===== config.mk =====
export PLATFORM = sky130hd
export DESIGN_NAME = ppvd_queue
export DESIGN_NICKNAME = d
export VERILOG_FILES = /design/src/ppvd_pkg.sv /design/src/ppvd_queue.sv
export SDC_FILE = /design/constraint.sdc
export NUM_CORES = 1
export LEC_CHECK = 0
export BUFFER_PORTS_ARGS = -buffer_cell sky130_fd_sc_hd__buf_2
export CORE_UTILIZATION = 53
export CTS_BUF_LIST = sky130_fd_sc_hd__clkbuf_2
export CTS_CLUSTER_DIAMETER = 60
export DETAILED_ROUTE_END_ITERATION = 8
export PLACE_DENSITY = 0.77
export SYNTH_ARGS = -nofsm -noshare
export SYNTH_HDL_FRONTEND = slang
export SYNTH_SLANG_ARGS = --single-unit

===== constraint.sdc =====
create_clock -name clk -period 2.7 [get_ports clk]
set_input_delay 0.135 -clock clk [delete_from_list [all_inputs] [get_ports clk]]
set_output_delay 0.135 -clock clk [all_outputs]
set_load 0.005 [all_outputs]

===== src/ppvd_pkg.sv =====
// Package for the planar palette video decoder: payload structs, group
// descriptors and the command-pair decode function.
// Depends on nothing; every other file imports it.
package ppvd_pkg;

    localparam int PAL_DEPTH = 256;
    localparam int PAL_AW = 8;

    localparam logic [7:0] CMD_FOREIGN_MIN = 8'h40;
    localparam logic [7:0] MASK_RESET = 8'hff;
    localparam logic [1:0] BLANK_LINES = 2'd2;

    localparam logic [1:0] COMP_RED = 2'd0;
    localparam logic [1:0] COMP_GREEN = 2'd1;
    localparam logic [1:0] COMP_BLUE = 2'd2;

    typedef enum logic [1:0] {
        OP_POINTER = 2'd0,
        OP_MASK    = 2'd1,
        OP_WRITE   = 2'd2,
        OP_NOP     = 2'd3
    } op_t;

    typedef enum logic [1:0] {
        GRP_BLACK  = 2'd0,
        GRP_PIXELS = 2'd1,
        GRP_REJECT = 2'd2
    } grp_kind_t;

    typedef struct packed {
        logic [3:0] sample;
        logic       line_start;
        logic       frame_start;
        logic       audio_enable_bit;
    } in_word_t;

    typedef struct packed {
        logic [7:0] red;
        logic [7:0] green;
        logic [7:0] blue;
        logic       last_pixel;
        logic       frame_rejected;
    } out_word_t;

    typedef struct packed {
        logic             cmd_mode;
        logic [1:0]       blank;
        logic [7:0]       mask;
        logic [PAL_AW-1:0] cptr;
        logic [1:0]       comp;
    } ctl_t;

    typedef struct packed {
        logic              en;
        logic [PAL_AW-1:0] addr;
        logic [1:0]        comp;
        logic [7:0]        data;
    } wr_op_t;

    typedef struct packed {
        grp_kind_t          kind;
        logic [3:0][7:0]    idx;
        wr_op_t [1:0]       wr;
    } grp_t;

    typedef struct packed {
        ctl_t   ctl;
        wr_op_t wr;
        logic   reject;
    } pair_res_t;

    localparam ctl_t CTL_RESET = '{
        cmd_mode: 1'b1,
        blank:    2'd0,
        mask:     MASK_RESET,
        cptr:     '0,
        comp:     COMP_RED
    };

    // Decodes one command/parameter pair against the current control state.
    function automatic pair_res_t run_pair(input logic [7:0] cmd, input logic [7:0] parm,
                                           input ctl_t ctl, input logic auto_det);
        pair_res_t r;
        r = '{ctl: ctl, wr: '0, reject: 1'b0};
        if (auto_det && (cmd >= CMD_FOREIGN_MIN))
        begin
            r.reject = 1'b1;
        end
        else if (cmd[3])
        begin
            r.ctl.cmd_mode = 1'b0;
            r.ctl.blank = BLANK_LINES;
        end
        else if (cmd[2])
        begin
            case (cmd[1:0])
                OP_POINTER:
                begin
                    r.ctl.cptr = parm;
                    r.ctl.comp = COMP_RED;
                end
                OP_MASK:
                begin
                    r.ctl.mask = parm;
                end
                OP_WRITE:
                begin
                    r.wr.en = 1'b1;
                    r.wr.addr = ctl.cptr;
                    r.wr.comp = ctl.comp;
                    r.wr.data = {parm[5:0], parm[1:0]};
                    if (ctl.comp == COMP_BLUE)
                    begin
                        r.ctl.comp = COMP_RED;
                        r.ctl.cptr = ctl.cptr + 1'b1;
                    end
                    else
                    begin
                        r.ctl.comp = ctl.comp + 1'b1;
                    end
                end
                OP_NOP:
                begin
                    r.reject = 1'b0;
                end
                default:
                begin
                    r.reject = 1'b0;
                end
            endcase
        end
        return r;
    endfunction

endpackage


===== src/ppvd_queue.sv =====
// Short queue of group descriptors between the front and back ends.
// Depends on ppvd_pkg.
module ppvd_queue #(
    parameter int DEPTH = 4
) (
    input  logic           clk,
    input  logic           rst_n,
    input  logic           push,
    input  ppvd_pkg::grp_t push_data,
    input  logic           pop,
    output logic           head_valid,
    output ppvd_pkg::grp_t head_data,
    output logic           full
);
    import ppvd_pkg::*;

    localparam int AW = $clog2(DEPTH);
    localparam int CW = $clog2(DEPTH + 1);
    localparam logic [AW-1:0] LAST_SLOT = AW'(DEPTH - 1);
    localparam logic [CW-1:0] FULL_COUNT = CW'(DEPTH);

    grp_t          slots [DEPTH];
    logic [AW-1:0] wptr_reg, wptr_next;
    logic [AW-1:0] rptr_reg, rptr_next;
    logic [CW-1:0] count_reg, count_next;

    assign head_valid = (count_reg != '0);
    assign head_data = slots[rptr_reg];
    assign full = (count_reg == FULL_COUNT);

    always_ff @(posedge clk)
    begin
        if (push)
        begin
            slots[wptr_reg] <= push_data;
        end
    end

    always_ff @(posedge clk or negedge rst_n)
    begin
        if (!rst_n)
        begin
            wptr_reg <= '0;
            rptr_reg <= '0;
            count_reg <= '0;
        end
        else
        begin
            wptr_reg <= wptr_next;
            rptr_reg <= rptr_next;
            count_reg <= count_next;
        end
    end

    always_comb
    begin
        wptr_next = wptr_reg;
        rptr_next = rptr_reg;
        count_next = count_reg;
        if (push)
        begin
            wptr_next = (wptr_reg == LAST_SLOT) ? '0 : wptr_reg + 1'b1;
        end
        if (pop)
        begin
            rptr_next = (rptr_reg == LAST_SLOT) ? '0 : rptr_reg + 1'b1;
        end
        if (push && !pop)
        begin
            count_next = count_reg + 1'b1;
        end
        else if (pop && !push)
        begin
            count_next = count_reg - 1'b1;
        end
    end

endmodule


==> key figures <==
Power and ir drop
  • Share of power burned in registers: 49.8%
  • Standby leakage power: 0.00481 uW
  • Combinational share of power: 28.2%
  • Clock power frac: 22.0%
  • Worst VDD drop: 0.548 mV
  • Net switching share of the total power: 28.5%
  • P_sw: 3530 uW
  • Internal Power: 8870 uW
  • Power density relative to cell area: 926 nW/um^2

Timing
  • Worst relative slew slack: 62.4%
  • Minimum hold slack: 0.106 ns
  • Final hold violation count: 0
  • Slew at the pin with the worst max-slew slack: 0.564 ns
  • Setup Viol. Count Final: 0
  • Worst Skew: 0.0540 ns
  • Unrepaired setup endpoints after global routing: no
  • Final max-slew violation count: 0
  • Portion of the clock cycle consumed by the worst path in the final layout: 90.8%
  • Time the worst path needs with I/O delays and setup: 2.45 ns
  • Achievable Freq: 408 MHz
  • Setup TNS: 0 ns

Clocking
  • CTS tree: yes
  • Clock latency of the later-clocked register in the worst-skew pair: 0.77 ns
  • Number of sinks handled by clock tree synthesis: 295
  • Max clock buf depth: 3
  • Cell at the root of the clock tree: clkbuf_2
  • Clock-pin transition on the worst setup and hold timing paths: 0.10 ns
  • Number of buffers created by CTS: 71
  • H-tree level count: 3

Route
  • Total wirelength of the detailed-routed design: 20.3 mm
  • Via count normalized by instance count: 5.29
  • Antenna-violating nets left: 0
  • Starting DRC count in detailed routing: 276
  • Detailed-route wire length per cell: 19.9 um
  • Detailed-router iteration count before antenna repair: 4
  • Routed via count: 5411
  • DRC violations left: 0

Synth
  • Cells taking the most area after synthesis: edfxtp_1, mux4_2, dfrtp_1, buf_6, ha_1
  • Share of the yosys chip area belonging to registers: 81.6%
  • Post-synthesis instance area: 10800 um^2
  • Async S/R FF share, synth: 2.37%
  • Post-Synthesis Net Count: 496
  • Post-synthesis cell type with the largest combined area: edfxtp_1
  • Main synth FF type: edfxtp_1
  • Synthesis-stage register bit count: 295
  • Portion of synthesized cell area occupied by the leading cell type: 80.0%
  • Yosys cell types: 20
  • List of most frequent post-synthesis cells: edfxtp_1, mux4_2, buf_2
  • Dominant cell by count in the synthesized netlist: edfxtp_1
  • Post-Syn Instances: 413
  • Warnings from Yosys: 0
  • Average size of a mapped cell: 26.2 um^2
  • Number of enable-type register cells in the synthesized netlist: 288

Final layout
  • Area taken by multi-input logic gates: 1850 um^2
  • Flip-flop count of the largest register after layout: 288
  • Fillers: 1275
  • Fraction of final layout cells sized beyond drive strength 1: 46.6%
  • Antenna cells: 0
  • Area overhead of the layout relative to synthesis: 23.9%
  • Number of nets in the final layout: 800
  • Sequential Area: 8830 um^2

Floorplanning
  • Starting utilization of the core area: 54.8%
  • Die span in y: 145 um
  • Number of cell rows: 51
  • Core footprint: 19700 um^2
  • Die outline area: 21000 um^2
  • Top-level I/O count: 150
  • Die width: 145 um

GRT
  • GRT Util Overall: 20.2%
  • Overflow left after global routing: 0
  • Global-route wire length before repair: 30.5 mm
  • Met1 track utilization from global routing: 24.4%
  • Via count of the first global-routing pass: 5962
  • Number of antenna violations at the first check in global routing: 0
  • Global route hottest layer: met2
  • Largest net degree at the start of global routing: 36
  • Global routing met3 resource utilization: 5.50%
  • Met2 global-route usage: 34.2%

Worst setup path
  • Critical Path RT: 2.57 ns
  • Data arrival at the endpoint of the critical path: 2.32 ns
  • Element type at the critical path end: output pin
  • Element type at the critical path start: flop
  • Crit path kind: reg -> out
  • Worst Path Max Fanout: 28

Placed design
  • Total of buffers placed on input and output ports: 149
  • RD Place Congestion: 0.718
  • Detailed placement HPWL: 12.1 mm

Job
  • Reported max-cap violation count: 0

Status
  • Outcome: complete, no violations

Min path
  • Type of the most critical hold path: in -> reg
cell usage in the layout (no fill, tap or decap), types with 2 or more instances in the layout:
cell             n
buf_2          149
clkinv_1        11
o21ai_0          2
mux4_2          72
and2_4           4
edfxtp_1       288
inv_1            4
xor2_1           2
nor2_1           2
mux2_2           2
ha_1             6
dfrtp_1          5
buf_12           6
clkbuf_2        98
buf_4           15
nand2_1          2
dlygate4sd3_1   76
bufinv_16        2
dfrtp_4          2
worst max-delay path: stages (launching register included):
cell	delay, ns
dfrtp_4	0.53
buf_12	0.26
mux4_2	0.58
buf_2	0.15
what timing repair did:
item | 4_1_cts | 5_1_grt
endpoints found under the setup margin | 52 | 2
setup buffers | 2 | 4
hold buffers | 76 | 0
hold endpoints to repair | 317 | 0
gates resized for setup | 0 | 0
routing by layer:
metal	share of wire [%]	up-vias
met5	0	-
met4	2.3	0
met3	6.8	44
met2	51	225
met1	40	2721
li1	-	2421
power groups by stage:
| stage | clock network (uW) | logic (uW) | registers [uW] |
|---|---|---|---|
| 6_report | 2730 | 3500 | 6170 |
| 5_1_grt | 3040 | 3810 | 6230 |
| 4_1_cts | 2810 | 3510 | 6200 |
| 3_5_place_dp | 0 | 3240 | 6400 |
| 3_3_place_gp | 0 | 3180 | 6340 |
| 2_1_floorplan | 0 | 2160 | 6100 |
cell type report:
class                   instances  share of cell area, %
multi-input cells              98                   13.8
well taps                     265                   2.48
clock buffers                  98                   3.66
inverters                       4                  0.112
clock inverters                15                  0.823
flip-flops and latches        295                   66.0
repair buffers                247                   13.1
logic make-up (layout without fill, tap and decap cells):
| group | count (synthesis) | after routing | synth area share, % |
|---|---|---|---|
| xor+xnor | 3 | 3 | 0.243 |
| fa+ha+maj | 7 | 7 | 0.880 |
| flops | 295 | 295 | 81.6 |
| compound gates | 3 | 3 | 0.162 |
| mux | 74 | 74 | 15.2 |
| buf+inv | 20 | 364 | 1.31 |
| simple gates | 11 | 11 | 0.544 |
final timing paths:
path | slack [ns] | start | cells past startpoint | endpoint
worst max-delay path | 0.25 | rptr_reg[0]$_DFFE_PN0P_ | 3 | head_data[28]
worst min-delay path | 0.11 | push_data[70] | 2 | slots[3][70]$_DFFE_PP_
worst max register to register | 0.78 | wptr_reg[0]$_DFFE_PN0P_ | 4 | slots[2][57]$_DFFE_PP_
worst min register to register | 0.52 | count_reg[2]$_DFFE_PN0P_ | 1 | count_reg[2]$_DFFE_PN0P_
max in group asynchronous | 2.03 | rst_n | 3 | rptr_reg[0]$_DFFE_PN0P_
min in group asynchronous | 0.35 | rst_n | 3 | count_reg[2]$_DFFE_PN0P_
metrics by stage:
stage / setup WS, ns / cell area [um^2] / cells / utilization (%) / total power (uW)
final: 0.248 / 13400 / 1022 / 67.9 / 12400
after global routing: 0.124 / 13400 / 1022 / 67.9 / 13100
after CTS: 0.0759 / 13400 / 1018 / 67.7 / 12500
after detailed placement: 0.759 / 12000 / 827 / 60.6 / 9640
after global placement: 0.785 / 12000 / 827 / 60.6 / 9520
after floorplan: 0.0320 / 10800 / 413 / - / 8260
Note: power is estimated with default switching activity, not from simulation.
