===== config.mk =====
export PLATFORM = sky130hd
export DESIGN_NAME = ppvd_front
export DESIGN_NICKNAME = d
export VERILOG_FILES = /design/src/ppvd_pkg.sv /design/src/ppvd_front.sv
export SDC_FILE = /design/constraint.sdc
export NUM_CORES = 1
export LEC_CHECK = 0
export BUFFER_PORTS_ARGS = -buffer_cell sky130_fd_sc_hd__buf_2
export CELL_PAD_IN_SITES_DETAIL_PLACEMENT = 2
export CELL_PAD_IN_SITES_GLOBAL_PLACEMENT = 2
export CORE_ASPECT_RATIO = 1.75
export CORE_MARGIN = 2
export CORE_UTILIZATION = 33
export DETAILED_ROUTE_END_ITERATION = 12
export PLACE_DENSITY_LB_ADDON = 0.1
export SYNTH_ARGS = -nofsm -noshare
export SYNTH_HDL_FRONTEND = slang
export SYNTH_SLANG_ARGS = --single-unit

===== constraint.sdc =====
create_clock -name clk -period 5.6 [get_ports clk]
set_clock_uncertainty 0.05 [all_clocks]
set_input_delay 0.84 -clock clk [delete_from_list [all_inputs] [get_ports clk]]
set_output_delay 0.84 -clock clk [all_outputs]
set_load 0.05 [all_outputs]

===== src/ppvd_pkg.sv =====
// Package for the planar palette video decoder: payload structs, group
// descriptors and the command-pair decode function.
// Depends on nothing; every other file imports it.
package ppvd_pkg;

    localparam int PAL_DEPTH = 256;
    localparam int PAL_AW = 8;

    localparam logic [7:0] CMD_FOREIGN_MIN = 8'h40;
    localparam logic [7:0] MASK_RESET = 8'hff;
    localparam logic [1:0] BLANK_LINES = 2'd2;

    localparam logic [1:0] COMP_RED = 2'd0;
    localparam logic [1:0] COMP_GREEN = 2'd1;
    localparam logic [1:0] COMP_BLUE = 2'd2;

    typedef enum logic [1:0] {
        OP_POINTER = 2'd0,
        OP_MASK    = 2'd1,
        OP_WRITE   = 2'd2,
        OP_NOP     = 2'd3
    } op_t;

    typedef enum logic [1:0] {
        GRP_BLACK  = 2'd0,
        GRP_PIXELS = 2'd1,
        GRP_REJECT = 2'd2
    } grp_kind_t;

    typedef struct packed {
        logic [3:0] sample;
        logic       line_start;
        logic       frame_start;
        logic       audio_enable_bit;
    } in_word_t;

    typedef struct packed {
        logic [7:0] red;
        logic [7:0] green;
        logic [7:0] blue;
        logic       last_pixel;
        logic       frame_rejected;
    } out_word_t;

    typedef struct packed {
        logic             cmd_mode;
        logic [1:0]       blank;
        logic [7:0]       mask;
        logic [PAL_AW-1:0] cptr;
        logic [1:0]       comp;
    } ctl_t;

    typedef struct packed {
        logic              en;
        logic [PAL_AW-1:0] addr;
        logic [1:0]        comp;
        logic [7:0]        data;
    } wr_op_t;

    typedef struct packed {
        grp_kind_t          kind;
        logic [3:0][7:0]    idx;
        wr_op_t [1:0]       wr;
    } grp_t;

    typedef struct packed {
        ctl_t   ctl;
        wr_op_t wr;
        logic   reject;
    } pair_res_t;

    localparam ctl_t CTL_RESET = '{
        cmd_mode: 1'b1,
        blank:    2'd0,
        mask:     MASK_RESET,
        cptr:     '0,
        comp:     COMP_RED
    };

    // Decodes one command/parameter pair against the current control state.
    function automatic pair_res_t run_pair(input logic [7:0] cmd, input logic [7:0] parm,
                                           input ctl_t ctl, input logic auto_det);
        pair_res_t r;
        r = '{ctl: ctl, wr: '0, reject: 1'b0};
        if (auto_det && (cmd >= CMD_FOREIGN_MIN))
        begin
            r.reject = 1'b1;
        end
        else if (cmd[3])
        begin
            r.ctl.cmd_mode = 1'b0;
            r.ctl.blank = BLANK_LINES;
        end
        else if (cmd[2])
        begin
            case (cmd[1:0])
                OP_POINTER:
                begin
                    r.ctl.cptr = parm;
                    r.ctl.comp = COMP_RED;
                end
                OP_MASK:
                begin
                    r.ctl.mask = parm;
                end
                OP_WRITE:
                begin
                    r.wr.en = 1'b1;
                    r.wr.addr = ctl.cptr;
                    r.wr.comp = ctl.comp;
                    r.wr.data = {parm[5:0], parm[1:0]};
                    if (ctl.comp == COMP_BLUE)
                    begin
                        r.ctl.comp = COMP_RED;
                        r.ctl.cptr = ctl.cptr + 1'b1;
                    end
                    else
                    begin
                        r.ctl.comp = ctl.comp + 1'b1;
                    end
                end
                OP_NOP:
                begin
                    r.reject = 1'b0;
                end
                default:
                begin
                    r.reject = 1'b0;
                end
            endcase
        end
        return r;
    endfunction

endpackage


===== src/ppvd_front.sv =====
// Front end: gathers samples into plane bytes, tracks frame and line state,
// decodes command groups and hands one descriptor per group to the queue.
// Depends on ppvd_pkg.
module ppvd_front (
    input  logic             clk,
    input  logic             rst_n,
    input  logic             accept,
    input  ppvd_pkg::in_word_t in_data,
    input  logic             auto_detect,
    output logic             push,
    output ppvd_pkg::grp_t   grp
);
    import ppvd_pkg::*;

    ctl_t            ctl_reg, ctl_next;
    logic [3:0][7:0] planes_reg, planes_next;
    logic [2:0]      cnt_reg, cnt_next;
    logic            dropped_reg, dropped_next;
    logic            enabled_reg, enabled_next;
    logic [3:0][7:0] grp_planes;
    logic [2:0]      bitpos;
    pair_res_t       r0, r1;

    always_ff @(posedge clk or negedge rst_n)
    begin
        if (!rst_n)
        begin
            ctl_reg <= CTL_RESET;
            planes_reg <= '0;
            cnt_reg <= '0;
            dropped_reg <= 1'b0;
            enabled_reg <= 1'b0;
        end
        else
        begin
            ctl_reg <= ctl_next;
            planes_reg <= planes_next;
            cnt_reg <= cnt_next;
            dropped_reg <= dropped_next;
            enabled_reg <= enabled_next;
        end
    end

    always_comb
    begin
        ctl_next = ctl_reg;
        planes_next = planes_reg;
        cnt_next = cnt_reg;
        dropped_next = dropped_reg;
        enabled_next = enabled_reg;
        push = 1'b0;
        grp = '{kind: GRP_BLACK, idx: '0, wr: '0};
        grp_planes = '0;
        bitpos = '0;
        r0 = '0;
        r1 = '0;
        if (accept)
        begin
            if (in_data.frame_start)
            begin
                ctl_next = CTL_RESET;
                planes_next = '0;
                cnt_next = '0;
                dropped_next = 1'b0;
                enabled_next = in_data.audio_enable_bit;
            end
            else if (in_data.line_start)
            begin
                planes_next = '0;
                cnt_next = '0;
                if (ctl_next.blank != 2'd0)
                begin
                    ctl_next.blank = ctl_next.blank - 1'b1;
                end
            end

            if (enabled_next && !dropped_next)
            begin
                // Samples arrive MSB first; plane p takes sample bit p.
                bitpos = 3'd7 - cnt_next;
                for (int p = 0; p < 4; p++)
                begin
                    planes_next[p][bitpos] = planes_next[p][bitpos] | in_data.sample[p];
                end
                cnt_next = cnt_next + 1'b1;
                if (cnt_next == 3'd0)
                begin
                    grp_planes = planes_next;
                    planes_next = '0;
                    push = 1'b1;
                    if (ctl_next.cmd_mode)
                    begin
                        r0 = run_pair(grp_planes[0], grp_planes[1], ctl_next, auto_detect);
                        r1 = run_pair(grp_planes[2], grp_planes[3], r0.ctl, auto_detect);
                        if (r0.reject)
                        begin
                            grp.kind = GRP_REJECT;
                            dropped_next = 1'b1;
                        end
                        else if (r1.reject)
                        begin
                            // The first pair's effects stand.
                            grp.kind = GRP_REJECT;
                            grp.wr[0] = r0.wr;
                            ctl_next = r0.ctl;
                            dropped_next = 1'b1;
                        end
                        else
                        begin
                            grp.kind = GRP_BLACK;
                            grp.wr[0] = r0.wr;
                            grp.wr[1] = r1.wr;
                            ctl_next = r1.ctl;
                        end
                    end
                    else if (ctl_next.blank != 2'd0)
                    begin
                        grp.kind = GRP_BLACK;
                    end
                    else
                    begin
                        grp.kind = GRP_PIXELS;
                        for (int k = 0; k < 4; k++)
                        begin
                            grp.idx[k] = grp_planes[k] & ctl_next.mask;
                        end
                    end
                end
            end
        end
    end

endmodule


==> flow_metrics.env, run 1 <==
export IMPL_status="completed"
export IMPL_globalplace_congestion=1.00
export IMPL_hold_buffers=0
export IMPL_pwr_share_clk_pct=46.3
export IMPL_routed_wl_microns=23900
export IMPL_crit_family="simple AND/OR/NAND/NOR gates"
export IMPL_ys_ff_latch=58
export IMPL_rows=57
export IMPL_h_tree_depth=3
export IMPL_synth_nets=641
export IMPL_remaining_drc_errors=0
export IMPL_yosysSeqAreaShare_pct=30.9
export IMPL_die_h_microns=162
export IMPL_power_frac_comb_pct=14.7
export IMPL_p_sw_share_pct=31.4
export IMPL_yosys_area_top_type_share_pct=25.9
export IMPL_synth_top_area_cell="dfrtp_1"
export IMPL_drv_slew=0
export IMPL_path_max_fanout=16
export IMPL_maxCapViolations=0
export IMPL_final_nets=712
export IMPL_synth_area_leaders="dfrtp_1, nor2_1, o21ai_0"
export IMPL_grt_pass1_wl_microns=36600
export IMPL_io_pins=84
export IMPL_power_mw=1.16
export IMPL_max_freq_mhz=189
export IMPL_cp_cell_sequence="buf_4, nor3b_2, a21oi_1, a21oi_1, nand2_1, nor2_2, nand2_2, nor2_2, buf_2"
export IMPL_track_usage_pct=31.9
export IMPL_grt_max_degree=59
export IMPL_route_met2_wl_microns=13200
export IMPL_synth_common_cells="nor2_1, nand2_1, o21ai_0"
export IMPL_antenna_found_initial=0
export IMPL_avgSynthCellArea_sq_um=7.56
export IMPL_slowest_stage="nor3b_2"
export IMPL_critPathLaunchType="flip-flop"
export IMPL_clock_sinks=58
export IMPL_cts_setup_buffers=0
export IMPL_tns_ps=0
export IMPL_wl_met3_microns=791
export IMPL_clockBufferDepth=2
export IMPL_seqPwrFrac_pct=39.0
export IMPL_nFillCells=1654
export IMPL_crit_buf_inv=2
export IMPL_synth_cells=626
export IMPL_switching_power_mw=0.363
export IMPL_drive_gt1_share_pct=28.2
export IMPL_clk_pin_slew_ps=60
export IMPL_final_hold_viol_count=0
export IMPL_core_area_sq_mm=0.0140
export IMPL_clock_latency_ps=350
export IMPL_pwr_density_cell_mw_per_mm2=197
export IMPL_worstPathArrival_ps=4390
export IMPL_hp_class="flip-flop to flip-flop"
export IMPL_cts_root_buffer="clkbuf_16"
export IMPL_synth_most_common_cell="nor2_1"
export IMPL_place_inst=863
export IMPL_syn_area_sq_mm=0.00473
export IMPL_antenna_cells=0
export IMPL_ant_nets=0
export IMPL_wl_per_cell_microns=27.2
export IMPL_syn2layout_area_growth_pct=24.2
export IMPL_critPathKind="flip-flop to output port"
export IMPL_highest_layer="met4"
export IMPL_setup_viol=0
export IMPL_yosysUniqueCellTypes=73
export IMPL_rsz0062_at_grt="false"
export IMPL_cts_tree="done"
export IMPL_async_flop_share_pct=100
export IMPL_min_period_over_period_pct=94.2
export IMPL_m1WireLength_microns=8760
export IMPL_dieWidth_microns=94.5
export IMPL_first_pass_iters=4
export IMPL_place_hpwl_microns=18500
export IMPL_grt_pass1_vias=6058
export IMPL_max_stage_delay_ps=630
export IMPL_cts_buffers=9
export IMPL_vias=5447
export IMPL_dieArea_sq_mm=0.0154
export IMPL_gr_total_overflow=0
export IMPL_yosysWarnings=0
export IMPL_start_util_pct=33.9
export IMPL_crit_required_ps=4710
export IMPL_leakage_nw=2.46
export IMPL_period_minus_slack_ps=5280
export IMPL_largest_register_ffs=32
export IMPL_drt_iter0_markers=167
export IMPL_cp_end_kind="output port"
export IMPL_tightestPinTransition_ps=1210
export IMPL_whs_ps=428
export IMPL_via_per_inst=6.20
export IMPL_synth_edf_count=0
export IMPL_internal_power_mw=0.793
export IMPL_instances_no_fill=879
export IMPL_max_slew_margin_pct=18.5
export IMPL_peakVddDrop_uv=175
export IMPL_io_buffers=83
export IMPL_synthFlopType="dfrtp_1"
## power groups by stage
| stage | Clock (mW) | Combinational [mW] | Sequential [mW] |
|---|---|---|---|
| CTS | 0.537 | 0.170 | 0.451 |
| finish | 0.534 | 0.170 | 0.451 |
| detailed placement | 0 | 0.168 | 0.458 |
| global route | 0.560 | 0.183 | 0.453 |
| floorplan | 0 | 0.114 | 0.444 |
| global placement | 0 | 0.162 | 0.457 |
## kinds of logic after synthesis
family                   count (synthesis)  synth area share (%)
AO/OA/AOI/OAI                          205                  27.8
XOR/XNOR                                 2                 0.370
adder cells (fa/ha/maj)                  4                  1.06
buffers and inverters                   55                  5.10
flip-flops                              58                  30.9
multiplexers                            21                  6.08
AND/OR/NAND/NOR                        281                  28.7
## repair_timing
item,CTS,global route
gates resized for setup,1,2
gates cloned,0,0
hold endpoints to repair,0,0
endpoints found under the setup margin,12,20
## path summary, 6_finish.rpt
kind,to,cells after the start,slack [ps],start
max,grp[33],9,320,cnt_reg[0]
min,dropped_reg,1,430,dropped_reg
max reg2reg,ctl_reg[6],13,1380,cnt_reg[0]
min reg2reg,dropped_reg,1,430,dropped_reg
max in group asynchronous,planes_reg[8],2,4280,rst_n
min in group asynchronous,planes_reg[6],2,630,rst_n
## stage by stage
stage,setup slack (ps),cell area [sq um],util (%)
2_1_floorplan,-168,5000,-
3_5_place_dp,12.7,5600,40.0
6_report,323,5880,42.1
4_1_cts,100,5870,42.0
3_3_place_gp,79.7,5600,40.0
5_1_grt,161,5880,42.1
## layout by cell type, fill, tap and decap left out, types with 4 or more instances in the layout
master,synthesis,routed
a21o_1,6,6
a211oi_4,0,5
nand2_1,74,73
buf_2,4,83
nor3b_1,4,4
nor2_4,0,22
dfrtp_1,49,49
or4_1,4,4
or3_1,9,9
o22ai_1,6,6
dfstp_2,9,9
o21ai_1,3,9
o21ai_0,66,60
inv_1,11,10
mux2_2,8,8
a22o_1,12,12
mux4_2,5,5
nand3_1,8,8
nor2b_1,9,8
nor2_1,103,71
clkbuf_16,0,9
nor2_2,0,10
nor3_1,16,15
and3_1,14,14
a22oi_1,6,6
a21oi_1,37,37
and2_1,11,11
a31oi_1,12,12
mux2i_1,7,7
o31ai_1,4,4
o211ai_1,14,14
nand2b_1,4,4
ha_1,4,4
buf_4,6,20
## per-layer routing
layer / vias to the layer above / GRT usage [%]
li1: 2439 / -
met1: 2802 / 33.9
met2: 146 / 60.1
met3: 60 / 4.77
met4: 0 / 15.1
met5: - / 0
## cell type report
class	instances	area, sq um	area share [%]
clock buffer	11	243	4.13
clock inverter	5	30.0	0.511
inverter	12	48.8	0.830
multi-input combinational	513	3310	56.3
sequential	58	1460	24.9
tap	177	221	3.77
timing repair buffer	103	566	9.62
(Power assumes the default switching activity.)
==> inputs of run 2 (changes only) <==
--- a/config.mk
+++ b/config.mk
@@ -10,7 +10,7 @@
 export CELL_PAD_IN_SITES_GLOBAL_PLACEMENT = 2
 export CORE_ASPECT_RATIO = 1.75
 export CORE_MARGIN = 2
-export CORE_UTILIZATION = 33
+export CORE_UTILIZATION = 35
 export DETAILED_ROUTE_END_ITERATION = 12
 export PLACE_DENSITY_LB_ADDON = 0.1
 export SYNTH_ARGS = -nofsm -noshare
==> constraint.sdc (replaced) <==
create_clock -name clk -period 6.4 [get_ports clk]
set_clock_uncertainty 0.05 [all_clocks]
set_input_delay 0.96 -clock clk [delete_from_list [all_inputs] [get_ports clk]]
set_output_delay 0.96 -clock clk [all_outputs]
set_load 0.05 [all_outputs]
==> run 2 against run 1 <==
  * Clock power grew 3%
  * Sequential share of layout area grew 1.0 points
  * Combinational power shrank 17%
  * Register-to-register slack gained 610 ps
  * Via count grew 0.17%
  * Hold slack gained 9.4 ps
  * Non-clock buffer count shrank 5
  * Critical path type is now primary input to output port
  * Critical endpoint is now grp[48]
==> flow_metrics.env, run 2 (same netlist as run 1, synthesis figures left out) <==
export IMPL_reg2reg_to="ctl_reg[3]"
export IMPL_drv_slew=0
export IMPL_fin_util_pct=42.4
export IMPL_cp_cell_sequence="buf_2, nor2_2, and2_1, ha_1, ha_1, nor2b_1, nand2_1, or4_1, inv_1, o21ai_0, nor2_1, buf_2"
export IMPL_vias=5456
export IMPL_max_freq_mhz=191
export IMPL_grt_pass1_vias=6037
export IMPL_clk_pin_slew_ps=60
export IMPL_first_pass_iters=5
export IMPL_maxCapViolations=0
export IMPL_cts_tree="done"
export IMPL_wl_per_cell_microns=26.8
export IMPL_grt_pass1_wl_microns=36100
export IMPL_cts_resized=0
export IMPL_clock_latency_ps=350
export IMPL_final_nets=707
export IMPL_critPathLaunchType="primary input"
export IMPL_tns_ps=0
export IMPL_final_hold_viol_count=0
export IMPL_grt_max_degree=59
export IMPL_r2r_slack_ps=1990
export IMPL_via_per_inst=6.26
export IMPL_leakage_nw=2.46
export IMPL_track_usage_pct=33.2
export IMPL_status="completed"
export IMPL_start_util_pct=35.6
export IMPL_cp_end_kind="output port"
export IMPL_critPathKind="primary input to output port"
export IMPL_crit_required_ps=5390
export IMPL_dieArea_sq_mm=0.0145
export IMPL_instances_no_fill=871
export IMPL_syn2layout_area_growth_pct=19.2
export IMPL_h_tree_depth=3
export IMPL_peakVddDrop_uv=122
export IMPL_crit_buf_inv=3
export IMPL_max_stage_delay_ps=680
export IMPL_pwr_density_cell_mw_per_mm2=192
export IMPL_io_buffers=83
export IMPL_min_to="planes_reg[12]"
export IMPL_hp_class="flip-flop to flip-flop"
export IMPL_core_area_sq_mm=0.0133
export IMPL_cts_root_buffer="clkbuf_16"
export IMPL_power_mw=1.08
export IMPL_cts_buffers=9
export IMPL_finalWorstSetupSlack_ps=1170
export IMPL_drt_iter0_markers=282
export IMPL_gr_total_overflow=0
export IMPL_rsz0062_at_grt="false"
export IMPL_globalplace_congestion=0.948
export IMPL_antenna_cells=0
export IMPL_place_inst=855
export IMPL_remaining_drc_errors=0
export IMPL_min_period_over_period_pct=81.7
export IMPL_final_common_cell="nor2_1"
export IMPL_hold_depth=2
export IMPL_crit_family="simple AND/OR/NAND/NOR gates"
export IMPL_max_slew_margin_pct=21.7
export IMPL_ff2ff_path_depth=12
export IMPL_routed_wl_microns=23400
export IMPL_stdcell_area_sq_mm=0.00564
export IMPL_io_pins=84
export IMPL_clock_sinks=58
export IMPL_pre_cts_slack_ps=1260
export IMPL_whs_ps=437
export IMPL_hold_buffers=0
export IMPL_drive_gt1_share_pct=22.8
export IMPL_worst_hold_startpoint="planes_reg[12]"
export IMPL_path_max_fanout=16
export IMPL_mostFrequentLayoutCells="nor2_1, buf_2, nand2_1, o21ai_0, dfrtp_1"
export IMPL_slowest_stage="or4_1"
export IMPL_die_h_microns=158
export IMPL_cts_setup_buffers=0
export IMPL_place_hpwl_microns=17900
export IMPL_rows=56
export IMPL_r2r_start="cnt_reg[1]"
export IMPL_setup_viol=0
export IMPL_period_minus_slack_ps=5230
export IMPL_dieWidth_microns=91.9
export IMPL_tightestPinTransition_ps=1160
export IMPL_worstPathArrival_ps=4220
export IMPL_clockBufferDepth=2
export IMPL_ant_nets=0
export IMPL_dpl_cell_area_sq_mm=0.00532
export IMPL_antenna_found_initial=0
export IMPL_largest_register_ffs=32
## run 2: final cells by class
class | count | area (sq um)
clock buffer | 10 | 239
fill | 1584 | 7670
clock inverter | 6 | 90.1
tap | 174 | 218
timing repair buffer | 98 | 528
sequential | 58 | 1460
inverter | 12 | 45.0
multi-input combinational | 513 | 3060
## run 2: per-layer routing
metal	global-route usage, %	part of all wire (%)	routed length, microns
met2	59.7	52	12300
met4	23.4	7.6	1770
met1	35.5	37	8600
met3	4.52	3.2	742
met5	0	0	0
## run 2: tightest hold or removal path, stage by stage, from the launching register on
cell	delay [ps]
dfrtp_1	350
nand2_1	50
o21ai_0	60
## run 2: worst max-delay path by stage
| stage | from | cells after the start | end | slack [ps] |
|---|---|---|---|---|
| after floorplan | in_data[1] | 18 | grp[21] | -3 |
| after global placement | in_data[1] | 12 | grp[0] | 1450 |
| after detailed placement | in_data[1] | 12 | grp[48] | 1260 |
| after CTS | in_data[1] | 12 | grp[42] | 1200 |
| after global routing | in_data[1] | 12 | grp[48] | 890 |
| final | in_data[1] | 12 | grp[48] | 1170 |
## run 2: report_power, final
part           leakage, nW  switching [mW]  internal (mW)
clock network        0.159           0.197          0.352
logic                 1.53          0.0978         0.0435
registers            0.771          0.0158          0.377
